File: config.mk
export PLATFORM = sky130hd
export DESIGN_NAME = hamming_distance_threshold
export DESIGN_NICKNAME = d
export VERILOG_FILES = /design/src/hdl/hdt_pkg.sv /design/src/hdl/hdt_popcnt.sv /design/src/hdl/hdt_accum.sv /design/src/hdl/hamming_distance_threshold.sv
export SDC_FILE = /design/constraint.sdc
export NUM_CORES = 1
export LEC_CHECK = 0
export ABC_AREA = 1
export BUFFER_PORTS_ARGS = -buffer_cell sky130_fd_sc_hd__buf_2
export CORE_ASPECT_RATIO = 1.2
export CORE_MARGIN = 4
export CORE_UTILIZATION = 45
export CTS_CLUSTER_DIAMETER = 60
export CTS_CLUSTER_SIZE = 12
export DETAILED_ROUTE_END_ITERATION = 10
export PLACE_DENSITY = 0.66
export REMOVE_ABC_BUFFERS = 1
export SLEW_MARGIN = 20
export SYNTH_ARGS = -nofsm -noshare
export SYNTH_HDL_FRONTEND = slang
export SYNTH_SLANG_ARGS = --single-unit
File: constraint.sdc
create_clock -name i_clk -period 11.23 [get_ports i_clk]
set_input_delay 0.5615 -clock i_clk [delete_from_list [all_inputs] [get_ports i_clk]]
set_output_delay 0.5615 -clock i_clk [all_outputs]
set_load 0.02 [all_outputs]
File: src/hdl/hdt_pkg.sv
`default_nettype none

package hdt_pkg;

    localparam int WORD_W = 64;
    localparam int POP_W  = 7;
    localparam int DIST_W = 13;
    localparam int THR_W  = 13;

    typedef struct packed {
        logic [WORD_W-1:0] word_a;
        logic [WORD_W-1:0] word_b;
        logic              last_word;
    } t_in_word;

    typedef struct packed {
        logic [DIST_W-1:0] distance;
        logic              is_near;
    } t_out_word;

    typedef struct packed {
        logic             valid;
        logic             last;
        logic [POP_W-1:0] pop;
    } t_step;

endpackage

`default_nettype wire

File: src/hdl/hdt_popcnt.sv
`default_nettype none

module hdt_popcnt
    import hdt_pkg::*;
(
    input  wire logic [WORD_W-1:0] i_bits,
    output logic      [POP_W-1:0]  o_count
);

    logic [1:0] l1 [32];
    logic [2:0] l2 [16];
    logic [3:0] l3 [8];
    logic [4:0] l4 [4];
    logic [5:0] l5 [2];

    always_comb begin
        for (int i = 0; i < 32; i++) begin
            l1[i] = {1'b0, i_bits[2*i]} + {1'b0, i_bits[2*i+1]};
        end
        for (int i = 0; i < 16; i++) begin
            l2[i] = {1'b0, l1[2*i]} + {1'b0, l1[2*i+1]};
        end
        for (int i = 0; i < 8; i++) begin
            l3[i] = {1'b0, l2[2*i]} + {1'b0, l2[2*i+1]};
        end
        for (int i = 0; i < 4; i++) begin
            l4[i] = {1'b0, l3[2*i]} + {1'b0, l3[2*i+1]};
        end
        for (int i = 0; i < 2; i++) begin
            l5[i] = {1'b0, l4[2*i]} + {1'b0, l4[2*i+1]};
        end
        o_count = {1'b0, l5[0]} + {1'b0, l5[1]};
    end

endmodule

`default_nettype wire

File: src/hdl/hdt_accum.sv
`default_nettype none

module hdt_accum
    import hdt_pkg::*;
#(
    parameter int MAX_BITS = 4096
)
(
    input  wire logic             i_clk,
    input  wire logic             i_rst_n,
    input  wire t_step            i_step,
    input  wire logic [THR_W-1:0] i_threshold,
    output logic                  o_advance,
    output logic                  o_valid,
    input  wire logic             i_ready,
    output t_out_word             o_word
);

    localparam int CNT_W = $clog2(MAX_BITS + 1);
    localparam int SUM_W = CNT_W + 1;
    localparam int CMP_W = (SUM_W > DIST_W) ? SUM_W : DIST_W;
    localparam logic [SUM_W-1:0] SumMax = SUM_W'(MAX_BITS);

    logic [CNT_W-1:0] r_count;
    logic [CNT_W-1:0] n_count;
    logic             r_out_valid;
    logic             n_out_valid;
    t_out_word        r_out;
    t_out_word        n_out;

    logic [SUM_W-1:0] sum;
    logic [SUM_W-1:0] sat;
    logic [CMP_W-1:0] sat_ext;
    logic             step_en;

    assign o_advance = !r_out_valid || i_ready;
    assign step_en   = i_step.valid && o_advance;

    always_comb begin
        sum     = SUM_W'(r_count) + SUM_W'(i_step.pop);
        sat     = (sum > SumMax) ? SumMax : sum;
        sat_ext = CMP_W'(sat);

        n_count     = r_count;
        n_out_valid = r_out_valid;
        n_out       = r_out;

        if (r_out_valid && i_ready) begin
            n_out_valid = 1'b0;
        end
        if (step_en) begin
            if (i_step.last) begin
                n_count        = '0;
                n_out_valid    = 1'b1;
                n_out.distance = sat_ext[DIST_W-1:0];
                n_out.is_near  = (sat_ext <= CMP_W'(i_threshold));
            end else begin
                n_count = sat[CNT_W-1:0];
            end
        end
    end

    always_ff @(posedge i_clk) begin
        if (!i_rst_n) begin
            r_count     <= '0;
            r_out_valid <= 1'b0;
        end else begin
            r_count     <= n_count;
            r_out_valid <= n_out_valid;
        end
    end

    always_ff @(posedge i_clk) begin
        r_out <= n_out;
    end

    assign o_valid = r_out_valid;
    assign o_word  = r_out;

    a_count_bounded: assert property (@(posedge i_clk) disable iff (!i_rst_n)
        SUM_W'(r_count) <= SumMax)
        else $error("running count above maximum bit count");

    a_clear_after_last: assert property (@(posedge i_clk) disable iff (!i_rst_n)
        step_en && i_step.last |=> r_count == '0)
        else $error("running count not cleared after last word");

    a_count_monotonic: assert property (@(posedge i_clk) disable iff (!i_rst_n)
        step_en && !i_step.last |=> r_count >= $past(r_count))
        else $error("running count decreased within a comparison");

    a_result_from_last: assert property (@(posedge i_clk) disable iff (!i_rst_n)
        $rose(r_out_valid) |-> $past(step_en && i_step.last))
        else $error("result produced without a last word");

endmodule

`default_nettype wire

File: src/hdl/hamming_distance_threshold.sv
`default_nettype none

// Channel  Direction  Handshake             Payload
// input    in         i_valid / o_ready     i_word  (word_a, word_b, last_word)
// result   out        o_valid / i_ready     o_word  (distance, is_near)
// config   in         i_cfg_we              i_cfg_wdata (near_threshold)
//
// One word pair is accepted every cycle while o_ready is high.
// The input register feeds the popcount tree and accumulator, which load the result register.
// The synchronous active-low reset clears the running count, threshold and valid flags.
// When the result register is full and not taken, the pipeline holds and o_ready drops
// once the input register is also occupied.

module hamming_distance_threshold
    import hdt_pkg::*;
#(
    parameter int MAX_BITS = 4096
)
(
    input  wire logic             i_clk,
    input  wire logic             i_rst_n,
    input  wire logic             i_valid,
    output logic                  o_ready,
    input  wire t_in_word         i_word,
    output logic                  o_valid,
    input  wire logic             i_ready,
    output t_out_word             o_word,
    input  wire logic             i_cfg_we,
    input  wire logic [THR_W-1:0] i_cfg_wdata
);

    logic             r_s1_valid;
    t_in_word         r_s1;
    logic [THR_W-1:0] r_threshold;
    logic [POP_W-1:0] pop;
    logic             advance;
    t_step            step;

    assign o_ready = !r_s1_valid || advance;

    always_ff @(posedge i_clk) begin
        if (!i_rst_n) begin
            r_s1_valid  <= 1'b0;
            r_threshold <= '0;
        end else begin
            if (o_ready) begin
                r_s1_valid <= i_valid;
            end
            if (i_cfg_we) begin
                r_threshold <= i_cfg_wdata;
            end
        end
    end

    always_ff @(posedge i_clk) begin
        if (i_valid && o_ready) begin
            r_s1 <= i_word;
        end
    end

    hdt_popcnt u_popcnt (
        .i_bits  (r_s1.word_a ^ r_s1.word_b),
        .o_count (pop)
    );

    always_comb begin
        step.valid = r_s1_valid;
        step.last  = r_s1.last_word;
        step.pop   = pop;
    end

    hdt_accum #(
        .MAX_BITS (MAX_BITS)
    ) u_accum (
        .i_clk       (i_clk),
        .i_rst_n     (i_rst_n),
        .i_step      (step),
        .i_threshold (r_threshold),
        .o_advance   (advance),
        .o_valid     (o_valid),
        .i_ready     (i_ready),
        .o_word      (o_word)
    );

endmodule

`default_nettype wire

## Word level (Yosys, flattened, before mapping)

Index checks and enable logic that the tools add are counted.

| word-level totals | value |
|---|---|
| register bits after elaboration | 171 |
| bits of input ports | 147 |

| cells by class | value |
|---|---|
| $add $sub $neg | 64 |
| $lt $le $gt $ge | 2 |
| mux-type cells | 5 |
| bitwise logic cells | 1 |
| reduce and logical (&&, ||, !) cells | 8 |

Operators by type and width:

| kind | count |
|---|---|
| 1-bit by 1-bit adder with 2-bit output | 32 |
| 64-bit XOR | 1 |
| 2-bit by 2-bit adder with 3-bit output | 16 |
| 3-bit by 3-bit adder with 4-bit output | 8 |
| 4-bit by 4-bit adder with 5-bit output | 4 |
| 13-bit by 7-bit adder with 14-bit output | 1 |
| 14-bit by 13-bit > comparator with 1-bit output (second input constant) | 1 |
| 14-bit by 13-bit <= comparator with 1-bit output | 1 |
| 14-bit two-way mux | 1 |
| 13-bit two-way mux | 1 |
| 5-bit by 5-bit adder with 6-bit output | 2 |
| 6-bit by 6-bit adder with 7-bit output | 1 |
| 1-bit logical AND | 3 |
| 1-bit two-way mux | 3 |
| 1-bit zero test | 2 |
| 1-bit logical OR | 2 |
| 2-bit AND reduction | 1 |

## Longest topological paths before layout

| logic depth | value |
|---|---|
| depth in word-level cells | 11 |
| depth in mapped cells | 37 |
| depth with buffers taken out | 37 |

## Hierarchy

A second synthesis with hierarchy kept.

| second synthesis, totals | value |
|---|---|
| cell total of the unflattened synthesis | 734 |
| area, all modules | 8739.6 um^2 |

By module, submodules not included:

| module | instances | cells an instance | area each (um^2) | seq. area each (um^2) |
|---|---|---|---|---|
| hamming_distance_threshold | 1 | 256 | 4938.5 | 4154.0 |
| hdt_accum | 1 | 299 | 2093.3 | 700.7 |
| hdt_popcnt | 1 | 179 | 1707.9 | 0.0 |

## Least setup slack after synthesis

OpenSTA, ideal clock, no wires.

| timing path | value |
|---|---|
| path type | flip-flop to flip-flop |
| from | register r_s1[18] (netlist bit) |
| to | register u_accum.r_out, in the netlist u_accum.o_word[0] (data pin) |
| data arrival time | 7617 ps |
| data required time | 10971 ps |
| path slack | 3354 ps |
| stages on the path, launching flop included | 34 |
| buffers on the path | 0 |
| cells stage by stage | edfxtp_1 > xor2_1 > fa_1 > inv_1 > fa_1 > inv_1 > fa_1 > fa_1 > fa_1 > fa_1 > inv_1 > fa_1 > fa_1 > inv_1 > fa_1 > fa_1 > nand3_1 > nand2_1 > nand2_1 > nand2_2 > nor2_2 > nand2_2 > nor2_4 > nand4_2 > nand2_4 > inv_2 > a21oi_1 > ha_1 > and3_2 > nand3_1 > nor2_4 > nand2_1 > nor2_1 > o21bai_2 |

| on the way | value |
|---|---|
| word-level cells in the longest chain between the ends | 11 |

RTL lines:

| what | line | source |
|---|---|---|
| start, declared | hamming_distance_threshold.sv:33 | `t_in_word r_s1;` |
| start signal, assigned | hamming_distance_threshold.sv:57 | `r_s1 <= i_word;` |
| 64-bit XOR (*) | hamming_distance_threshold.sv:62 | `.i_bits (r_s1.word_a ^ r_s1.word_b),` |
| 1-bit by 1-bit adder with 2-bit output (*) | hdt_popcnt.sv:18 | `l1[i] = {1'b0, i_bits[2*i]} + {1'b0, i_bits[2*i+1]};` |
| 2-bit by 2-bit adder with 3-bit output (*) | hdt_popcnt.sv:21 | `l2[i] = {1'b0, l1[2*i]} + {1'b0, l1[2*i+1]};` |
| 3-bit by 3-bit adder with 4-bit output (*) | hdt_popcnt.sv:24 | `l3[i] = {1'b0, l2[2*i]} + {1'b0, l2[2*i+1]};` |
| 4-bit by 4-bit adder with 5-bit output (*) | hdt_popcnt.sv:27 | `l4[i] = {1'b0, l3[2*i]} + {1'b0, l3[2*i+1]};` |
| 5-bit by 5-bit adder with 6-bit output (*) | hdt_popcnt.sv:30 | `l5[i] = {1'b0, l4[2*i]} + {1'b0, l4[2*i+1]};` |
| 6-bit by 6-bit adder with 7-bit output (*) | hdt_popcnt.sv:32 | `o_count = {1'b0, l5[0]} + {1'b0, l5[1]};` |
| 13-bit by 7-bit adder with 14-bit output (*) | hdt_accum.sv:40 | `sum = SUM_W'(r_count) + SUM_W'(i_step.pop);` |
| 14-bit by 13-bit > comparator with 1-bit output | hdt_accum.sv:41 | `sat = (sum > SumMax) ? SumMax : sum;` |
| 14-bit two-way mux (*) | hdt_accum.sv:41 |  |
| via u_accum.sat[10] | hdt_accum.sv:32 | `logic [SUM_W-1:0] sat;` |
| 14-bit by 13-bit <= comparator with 1-bit output (*) | hdt_accum.sv:56 | `n_out.is_near = (sat_ext <= CMP_W'(i_threshold));` |
| end signal, assigned | hdt_accum.sv:74 | `r_out <= n_out;` |
| end, declared | hdt_accum.sv:28 | `t_out_word r_out;` |

Mark *: on every way through the listed nets, which the timed path passes. The rest lies on a longest branch.
A chain may end at the register's enable or synchronous reset.

## Worst setup path after layout

| timing path | value |
|---|---|
| from | register r_s1[54] (netlist bit) |
| to | register u_accum.r_out, in the netlist u_accum.o_word[0] (data pin) |

Same word-level chain as after synthesis.

==> results.toml <==
[cells_and_area]
multiInputGateArea_um2 = 3330
fillers = 1686
fin_nets = 1106
syn_to_final_growth_pct = 19.5
regArea_um2 = 4850
drive_above_1_share = 0.267

[clock_network]
numCtsBuffers = 17
post_cts_buffers = 0
clock_sinks = 171
cts_tree = "done"
hold_buffers = 0
htreeDepth = 4
clk_pin_slew_ns = 0.07
cts_resized = 0
clk_latency_ns = 0.42
cts_root_buffer = "clkbuf_16"
cts.path.max_buffers = 2

[die]
fp.dieH_um = 160
core_um2 = 18900
die_area_um2 = 21500
rows = 55
ios = 163
die_w_um = 135
start_util = 0.458

[worst_setup_path]
crit_required_ns = 11.40
slowest_stage = "fa_1"
critPathCapture = "u_accum.o_word[0]$_DFFE_PP_"
critPathLaunch = "r_s1[54]$_DFFE_PP_"
critical_path_class = "flop to flop"
slowest_delay_ns = 0.56
reg2reg_slack_ns = 2.90
timing.critical_path.mode_cell = "fa_1"
reg2reg_depth = 34
cp_max_fo = 10
rr_endpoint = "u_accum.o_word[0]$_DFFE_PP_"
reg2reg_from = "r_s1[54]$_DFFE_PP_"
start_kind = "flop"
arrival_ns = 8.51
end_kind = "flop"

[synth]
ys_types = 31
synthCells = 690
synth-edff-count = 143
ys_warn_count = 0
syn_area_um2 = 8640
avgSynthCellArea_um2 = 12.5
ys_async_sr_fraction = 0
synth_seq_cells = 171
synth_ff_type = "edfxtp_1"
seq_area_frac_synth = 0.562

[sta]
fmax_mhz = 120
rsz0062_at_grt = "no"
max_slew.worst_pin.slew_ns = 0.914
tns_ns = 0
skew_ns = 0.00791
fin_crit_ns = 8.33
post-route-period-util = 0.742
finalSetupViolCount = 0
hold_violations = 0
maxSlewViolCount = 0
relSlewSlack = 0.390
hold_slack_ns = 0.310

[global_route]
grt_start_max_net_pins = 78
overflow = 0
grtUsageTotal = 0.153
grt_pass1_wl_um = 26000
antenna_found_initial = 2
grt_pass1_vias = 5602

[detailed_routing]
ant_nets = 0
drt-initial-drc-count = 269
wire_per_inst_um = 13.7
firstDrtPassIters = 5
num_vias = 5166
drc = 0
wl_um = 15600
via_per_inst = 4.55

[status]
status = "complete, no violations"

[min_path]
hold_class = "input port to flop"

[placement]
io_buffers = 162
dpl.hpwl_um = 12500
gp_congestion = 0.913

[job]
cap_violations = 0
==> synth_stat cells (14+ instances only) <==
master	n	area, um2
nand3_1	19	95.1
nand2_2	14	87.6
o21ai_0	14	70.1
ha_1	37	463
xnor2_1	25	219
nand2_1	104	390
inv_1	112	420
xor2_1	39	342
a21oi_1	33	165
nor2_1	21	78.8
fa_1	56	1120
dfxtp_1	28	561
edfxtp_1	143	4290
==> stage by stage <==
| stage | utilization | instances | instance area (um2) | setup WS, ns |
|---|---|---|---|---|
| floorplan | - | 684 | 8620 | 3.35 |
| global placement | 0.518 | 1103 | 9760 | 3.01 |
| detailed placement | 0.518 | 1103 | 9760 | 2.87 |
| CTS | 0.547 | 1135 | 10300 | 2.86 |
| global route | 0.548 | 1136 | 10300 | 2.42 |
| finish | 0.548 | 1136 | 10300 | 2.90 |
==> cells in the final DEF (no fill, tap or decap) <==
cell / count
a21o_1: 2
a21oi_1: 33
a21oi_2: 2
and3_2: 1
buf_2: 162
buf_4: 1
clkbuf_16: 17
clkinv_1: 1
clkinv_4: 4
clkinv_8: 1
clkinvlp_4: 3
dfxtp_1: 28
diode_2: 1
edfxtp_1: 143
fa_1: 56
ha_1: 37
inv_1: 111
inv_2: 4
inv_4: 1
inv_6: 4
inv_8: 2
nand2_1: 104
nand2_2: 14
nand2_4: 1
nand2b_1: 1
nand3_1: 19
nand3_2: 7
nand3b_1: 2
nand4_1: 6
nand4_2: 1
nand4_4: 1
nor2_1: 20
nor2_2: 6
nor2_4: 2
nor3_1: 1
o21ai_0: 14
o21bai_1: 2
o21bai_2: 1
xnor2_1: 25
xor2_1: 39
==> flip-flops by register name (all words and copies together) (netlist names) <==
register,count
r_s1,129
u_accum.o_word,14
r_s1_valid,1
r_threshold,13
u_accum.o_valid,1
u_accum.r_count,13
==> area by class of cell <==
type / instances / share of cell area
repair buffers: 163 / 0.0792
diodes: 1 / 0.000242
clock buffers: 17 / 0.0412
flip-flops and latches: 171 / 0.470
well taps: 256 / 0.0310
clock inverters: 15 / 0.0131
inverters: 116 / 0.0424
multi-input cells: 397 / 0.323
==> layer usage <==
metal	vias to the layer above	wire length [um]	track usage
met5	-	7	0
met4	2	314	0.0514
met3	22	739	0.0369
met2	127	8440	0.278
met1	2410	6090	0.176
li1	2605	-	-
==> kinds of logic after synthesis <==
logic type | share of synthesized area
simple gates | 0.103
flops | 0.562
buf+inv | 0.0530
fa+ha+maj | 0.183
xor+xnor | 0.0649
compound gates | 0.0340
==> worst min-delay path by stage <==
stage | endpoint | startpoint | cells after the start
after CTS | r_s1[30]$_DFFE_PP_ | i_word[30] | 1
final | r_s1[98]$_DFFE_PP_ | i_word[98] | 1
after global placement | r_threshold[1]$_SDFFE_PN0P_ | r_threshold[1]$_SDFFE_PN0P_ | 2
after global routing | r_s1[30]$_DFFE_PP_ | i_word[30] | 1
after floorplan | r_threshold[12]$_SDFFE_PN0P_ | r_threshold[12]$_SDFFE_PN0P_ | 2
after detailed placement | r_threshold[12]$_SDFFE_PN0P_ | r_threshold[12]$_SDFFE_PN0P_ | 2
==> critical path, delay by kind of cell (launching register included) <==
kind            cells  cell delay (ns)
compound gates      2             0.42
xor+xnor            1             0.16
fa+ha+maj          11             5.37
buf+inv             6             0.37
flops               1             0.39
simple gates       14             1.37
Power is not shown: default switching activity piles up to over one toggle a cycle in this logic, so the estimate is an artifact.
